$ cat config.mk
export PLATFORM = sky130hd
export DESIGN_NAME = s2lab_mat
export DESIGN_NICKNAME = d
export VERILOG_FILES = /design/src/hdl/s2lab_pkg.sv /design/src/hdl/s2lab_mat.sv
export SDC_FILE = /design/constraint.sdc
export NUM_CORES = 2
export LEC_CHECK = 0
export ABC_AREA = 1
export BUFFER_PORTS_ARGS = -buffer_cell sky130_fd_sc_hd__clkbuf_2
export CAP_MARGIN = 20
export CORE_ASPECT_RATIO = 1.1
export CORE_MARGIN = 3
export CORE_UTILIZATION = 40
export DETAILED_ROUTE_END_ITERATION = 12
export PLACE_DENSITY = 0.61
export SLEW_MARGIN = 20
export SYNTH_ARGS = -nofsm -noshare
export SYNTH_HDL_FRONTEND = slang
export SYNTH_SLANG_ARGS = --single-unit
$ cat constraint.sdc
create_clock -name clk -period 5.5 [get_ports clk]
set_input_delay 0.55 -clock clk [delete_from_list [all_inputs] [get_ports clk]]
set_output_delay 0.55 -clock clk [all_outputs]
set_load 0.01 [all_outputs]
$ cat src/hdl/s2lab_pkg.sv
package s2lab_pkg;

    localparam int CHAN_W   = 8;
    localparam int LIN_W    = 17;
    localparam int COEF_W   = 16;
    localparam int XYZ_W    = 17;
    localparam int F_W      = 17;
    localparam int L_W      = 15;
    localparam int AB_W     = 16;

    // matrix rows, each already divided by the white point
    localparam logic [COEF_W-1:0] KXR = 16'd28439;
    localparam logic [COEF_W-1:0] KXG = 16'd24655;
    localparam logic [COEF_W-1:0] KXB = 16'd12442;
    localparam logic [COEF_W-1:0] KYR = 16'd13938;
    localparam logic [COEF_W-1:0] KYG = 16'd46868;
    localparam logic [COEF_W-1:0] KYB = 16'd4730;
    localparam logic [COEF_W-1:0] KZR = 16'd1164;
    localparam logic [COEF_W-1:0] KZG = 16'd7174;
    localparam logic [COEF_W-1:0] KZB = 16'd57198;

    // linear part of f(): x*24389 <= 216*65536 holds up to this x
    localparam logic [XYZ_W-1:0] LIN_X_MAX = 17'd580;
    localparam logic [30:0] LIN_SLOPE  = 31'd903292;
    localparam logic [30:0] LIN_OFFSET = 31'd1048634000;
    localparam int          RECIP_SH   = 48;
    localparam longint unsigned LIN_RECIP =
        ((64'd1 << RECIP_SH) + 64'd115999) / 64'd116000;

    // cube root: one radicand digit of three bits per stage
    localparam int CBRT_STEPS = 18;
    localparam int RAD_W      = 3 * CBRT_STEPS;
    localparam int ROOT_W     = 18;
    localparam int SQ_W       = 36;
    localparam int REM_W      = 42;

    localparam logic [L_W-1:0] L_MAX = 15'd25600;

    function automatic longint unsigned q30_mul(input longint unsigned a,
                                                input longint unsigned b);
        return (a * b) >> 30;
    endfunction

    function automatic longint unsigned q30_pow5(input longint unsigned r);
        longint unsigned r2;
        longint unsigned r4;
        r2 = q30_mul(r, r);
        r4 = q30_mul(r2, r2);
        return q30_mul(r4, r);
    endfunction

    // sRGB decoding curve to Q16, evaluated at elaboration to fill the table
    function automatic logic [LIN_W-1:0] lin_value(input int unsigned code);
        longint unsigned c;
        longint unsigned t30;
        longint unsigned s;
        longint unsigned lo;
        longint unsigned hi;
        longint unsigned mid;
        longint unsigned lin30;
        c = longint'(code) & 64'hFF;
        if (c <= 64'd10)
        begin
            return LIN_W'((c * 64'd6553600 + 64'd164730) / 64'd329460);
        end
        t30 = ((64'd1000 * c + 64'd14025) * (64'd1 << 30) + 64'd134512) / 64'd269025;
        s   = (t30 * t30 + (64'd1 << 29)) >> 30;
        lo  = 64'd0;
        hi  = 64'd1 << 30;
        while (lo < hi)
        begin
            mid = (lo + hi + 64'd1) >> 1;
            if (q30_pow5(mid) <= s)
            begin
                lo = mid;
            end
            else
            begin
                hi = mid - 64'd1;
            end
        end
        lin30 = (s * lo + (64'd1 << 29)) >> 30;
        return LIN_W'((lin30 + (64'd1 << 13)) >> 14);
    endfunction

endpackage

$ cat src/hdl/s2lab_mat.sv
module s2lab_mat (
    input  logic                        clk,
    input  logic                        rst_n,
    input  logic                        adv,
    input  logic                        in_valid,
    input  logic [s2lab_pkg::LIN_W-1:0]  lin_r,
    input  logic [s2lab_pkg::LIN_W-1:0]  lin_g,
    input  logic [s2lab_pkg::LIN_W-1:0]  lin_b,
    output logic                        out_valid,
    output logic [s2lab_pkg::XYZ_W-1:0]  x,
    output logic [s2lab_pkg::XYZ_W-1:0]  y,
    output logic [s2lab_pkg::XYZ_W-1:0]  z
);
    import s2lab_pkg::*;

    localparam int P_W = LIN_W + COEF_W;
    localparam int S_W = P_W + 1;

    logic [P_W-1:0]   prod_reg [9];
    logic [P_W-1:0]   prod_next [9];
    logic [XYZ_W-1:0] x_reg, y_reg, z_reg;
    logic [S_W-1:0]   sx, sy, sz;
    logic [1:0]       valid_reg;

    always_comb
    begin
        prod_next[0] = P_W'(lin_r) * P_W'(KXR);
        prod_next[1] = P_W'(lin_g) * P_W'(KXG);
        prod_next[2] = P_W'(lin_b) * P_W'(KXB);
        prod_next[3] = P_W'(lin_r) * P_W'(KYR);
        prod_next[4] = P_W'(lin_g) * P_W'(KYG);
        prod_next[5] = P_W'(lin_b) * P_W'(KYB);
        prod_next[6] = P_W'(lin_r) * P_W'(KZR);
        prod_next[7] = P_W'(lin_g) * P_W'(KZG);
        prod_next[8] = P_W'(lin_b) * P_W'(KZB);
    end

    // row sums with rounding back to Q16
    assign sx = S_W'(prod_reg[0]) + S_W'(prod_reg[1]) + S_W'(prod_reg[2]) + S_W'(32768);
    assign sy = S_W'(prod_reg[3]) + S_W'(prod_reg[4]) + S_W'(prod_reg[5]) + S_W'(32768);
    assign sz = S_W'(prod_reg[6]) + S_W'(prod_reg[7]) + S_W'(prod_reg[8]) + S_W'(32768);

    always_ff @(posedge clk or negedge rst_n)
    begin
        if (!rst_n)
        begin
            valid_reg <= 2'b00;
        end
        else if (adv)
        begin
            valid_reg <= {valid_reg[0], in_valid};
        end
    end

    always_ff @(posedge clk)
    begin
        if (adv)
        begin
            for (int i = 0; i < 9; i++)
            begin
                prod_reg[i] <= prod_next[i];
            end
            x_reg <= sx[S_W-2 -: XYZ_W];
            y_reg <= sy[S_W-2 -: XYZ_W];
            z_reg <= sz[S_W-2 -: XYZ_W];
        end
    end

    assign out_valid = valid_reg[1];
    assign x = x_reg;
    assign y = y_reg;
    assign z = z_reg;
endmodule

==> flow_metrics.py <==
metrics = {
    "sta": {
        "worst_pin_slew_ns": 1.03,
        "whs_ns": 0.156,
        "post-route-min-period_ns": 5.07,
        "drv_slew": 0,
        "fmax_mhz": 197,
        "rsz0062_at_grt": "false",
        "period_share": 0.921,
        "relSlewSlack": 0.310,
        "clock_skew_ns": 0.0317,
        "hold_violations": 0,
        "finalSetupViolations": 0,
    },
    "final_layout": {
        "fill_cells": 13400,
        "largest_reg_flops": 261,
        "final_area_um2": 60500,
        "layout_common_cells": "inv_1, nand2_1, ha_1",
        "final_cells": 8654,
        "drive_gt1_frac": 0.0726,
        "syn2layout_area_growth_pct": 11.7,
        "postLayoutCoreUtil": 0.453,
        "layout_commonest_cell": "inv_1",
        "nets": 8564,
    },
    "placement": {
        "port_buffers": 106,
        "place_hpwl_um": 157000,
        "gp_congestion": 0.993,
        "dp.cells": 8583,
        "place_area_um2": 59200,
    },
    "yosys": {
        "ys_seq_elements": 314,
        "synth-async-reset-ratio": 0.00637,
        "seq_area_frac_synth": 0.174,
        "synth_edf_count": 312,
        "synth.area.top_cells": "ha_1, fa_1, edfxtp_1",
        "synth.distinct_cells": 38,
        "ys.flop_type": "edfxtp_1",
        "syn_nets": 8126,
        "yosysTopAreaCell": "ha_1",
        "synthCells": 6412,
        "netlist_area_um2": 54100,
        "syn_area_per_cell_um2": 8.45,
        "synth_top_area_frac": 0.236,
        "yosys_warnings": 0,
    },
    "critical_path": {
        "cp_max_fo": 8,
        "cp_common_cell": "fa_1",
        "worst-endpoint-arrival_ns": 5.40,
        "critPathSlowestCell": "fa_1",
        "r2r-end": "z[13]",
        "cp_top_family": "adder cells",
        "cp-start-kind": "primary input",
        "crit_path_cell_trace": "clkbuf_2 -> buf_4 -> fa_1 -> inv_1 -> fa_1 -> inv_1 -> fa_1 -> fa_1 -> fa_1 -> inv_1 -> fa_1 -> inv_1 -> ha_1 -> a21oi_1 -> o21ai_0 -> nand2_1 -> nand2_1 -> a21oi_1 -> nand2_1 -> nand2_1 -> nand2_1",
        "reg2reg_slack_ns": 2.22,
        "r2r_cells": 8,
        "r2r-start": "prod_reg[0][223]",
        "max_stage_delay_ns": 0.56,
        "critPathBufInv": 6,
        "cp_data_required_time_ns": 5.84,
        "path_class": "in -> reg",
        "end_kind": "flop",
    },
    "worst_hold_path": {
        "whs_path_depth": 3,
        "hold_path.startpoint": "in_valid",
        "hp-class": "in -> reg",
        "min_to": "valid_reg[0]",
    },
    "global_routing": {
        "grt_max_degree": 146,
        "grt_pass1_vias": 45500,
        "gr-usage-all-layers": 0.252,
        "overflow": 0,
        "antenna_found_initial": 13,
        "grt_pass1_wl_um": 267000,
    },
    "route": {
        "route.vias.total": 43400,
        "routed_wirelength_um": 174000,
        "drc": 0,
        "via_per_inst": 5.02,
        "drtAntennaViolNets": 0,
        "wire_per_inst_um": 20.1,
        "drt_iter0_drc": 2532,
        "drtPass1Iterations": 5,
    },
    "run": {
        "maxCapViolations": 0,
    },
    "clocking": {
        "cts_root_buf": "clkbuf_16",
        "clock_latency_ns": 0.60,
        "cts_tree": "built",
        "clkTransAtPathRegs_ns": 0.07,
        "numCtsBuffers": 39,
        "cts_sinks": 314,
        "cts_max_path_buffers": 3,
        "post_cts_buffers": 0,
        "h-tree-depth": 2,
    },
    "floorplan": {
        "die_w_um": 357,
        "core_area_um2": 133000,
        "start_util": 0.406,
        "rows": 140,
        "die_h_um": 392,
        "io_pins": 107,
        "die_area_um2": 140000,
    },
    "status": {
        "status": "finished, final reports clean",
    },
}
how the worst max path moves through the flow:
stage	start	endpoint	slack, ns	depth (start not counted)
detailed placement	lin_b[8]	prod_reg[0][289]	-0.13	20
CTS	lin_r[7]	prod_reg[0][30]	0.50	21
global route	lin_b[8]	prod_reg[0][288]	0.19	22
floorplan	lin_b[15]	prod_reg[0][294]	0.34	18
global placement	lin_b[8]	prod_reg[0][296]	-0.08	21
finish	lin_r[7]	prod_reg[0][30]	0.43	21
synth_stat cells, drive strengths merged, types with 3 or more instances:
master     n
a21oi    350
o21bai    43
xnor2     42
nand4     93
o21a      10
xor2     116
nand2   1417
inv     1472
a21o       3
fa       638
nand3    246
o21ai    174
a21boi     3
nor4      13
edfxtp   312
ha      1021
nor3      41
nand3b     5
and2       5
nor2     393
nor3b      3
worst reg2reg max path, stage by stage, from the launching register on:
cell and delay, ns:
edfxtp_1 0.53, fa_1 0.53, ha_1 0.29, ha_1 0.41
nand2_1 0.14, nor4_1 0.62, nand3_1 0.31, nand3_1 0.16
nand2_1 0.06
stage by stage:
stage                     worst slack (ns)  setup TNS [ns]
after floorplan                      0.338               0
after global placement             -0.0806          -0.398
after detailed placement            -0.131           -1.42
after CTS                            0.504               0
after global routing                 0.195               0
final                                0.434               0
metal layers:
layer	wire length, um	part of all wire	global-route usage
met1	74900	0.43	0.323
met2	84900	0.49	0.445
met3	6820	0.039	0.0213
met5	42	0.00024	0
met4	7370	0.042	0.0917
area by class of cell:
type | instances | area [um2] | share of cell area
multi-input combinational | 4626 | 39200 | 0.648
clock buffer | 43 | 991 | 0.0164
timing repair buffer | 397 | 2830 | 0.0467
sequential | 314 | 9420 | 0.156
inverter | 1472 | 5530 | 0.0913
tap | 1775 | 2220 | 0.0367
clock inverter | 26 | 307 | 0.00507
antenna | 1 | 2.50 | 0.0000414
repair_timing:
item,in CTS,in global routing
hold buffers,1,0
endpoints found under the hold margin,2,0
gates resized for setup,0,0
kinds of logic after synthesis:
family | synth area share
simple gates | 0.169
fa+ha+maj | 0.472
buf+inv | 0.102
compound gates | 0.0579
flops | 0.174
xor+xnor | 0.0256
Power is left out: the tool's default activity adds up to more than one toggle a clock period on the data nets, which glitch-free logic cannot reach.
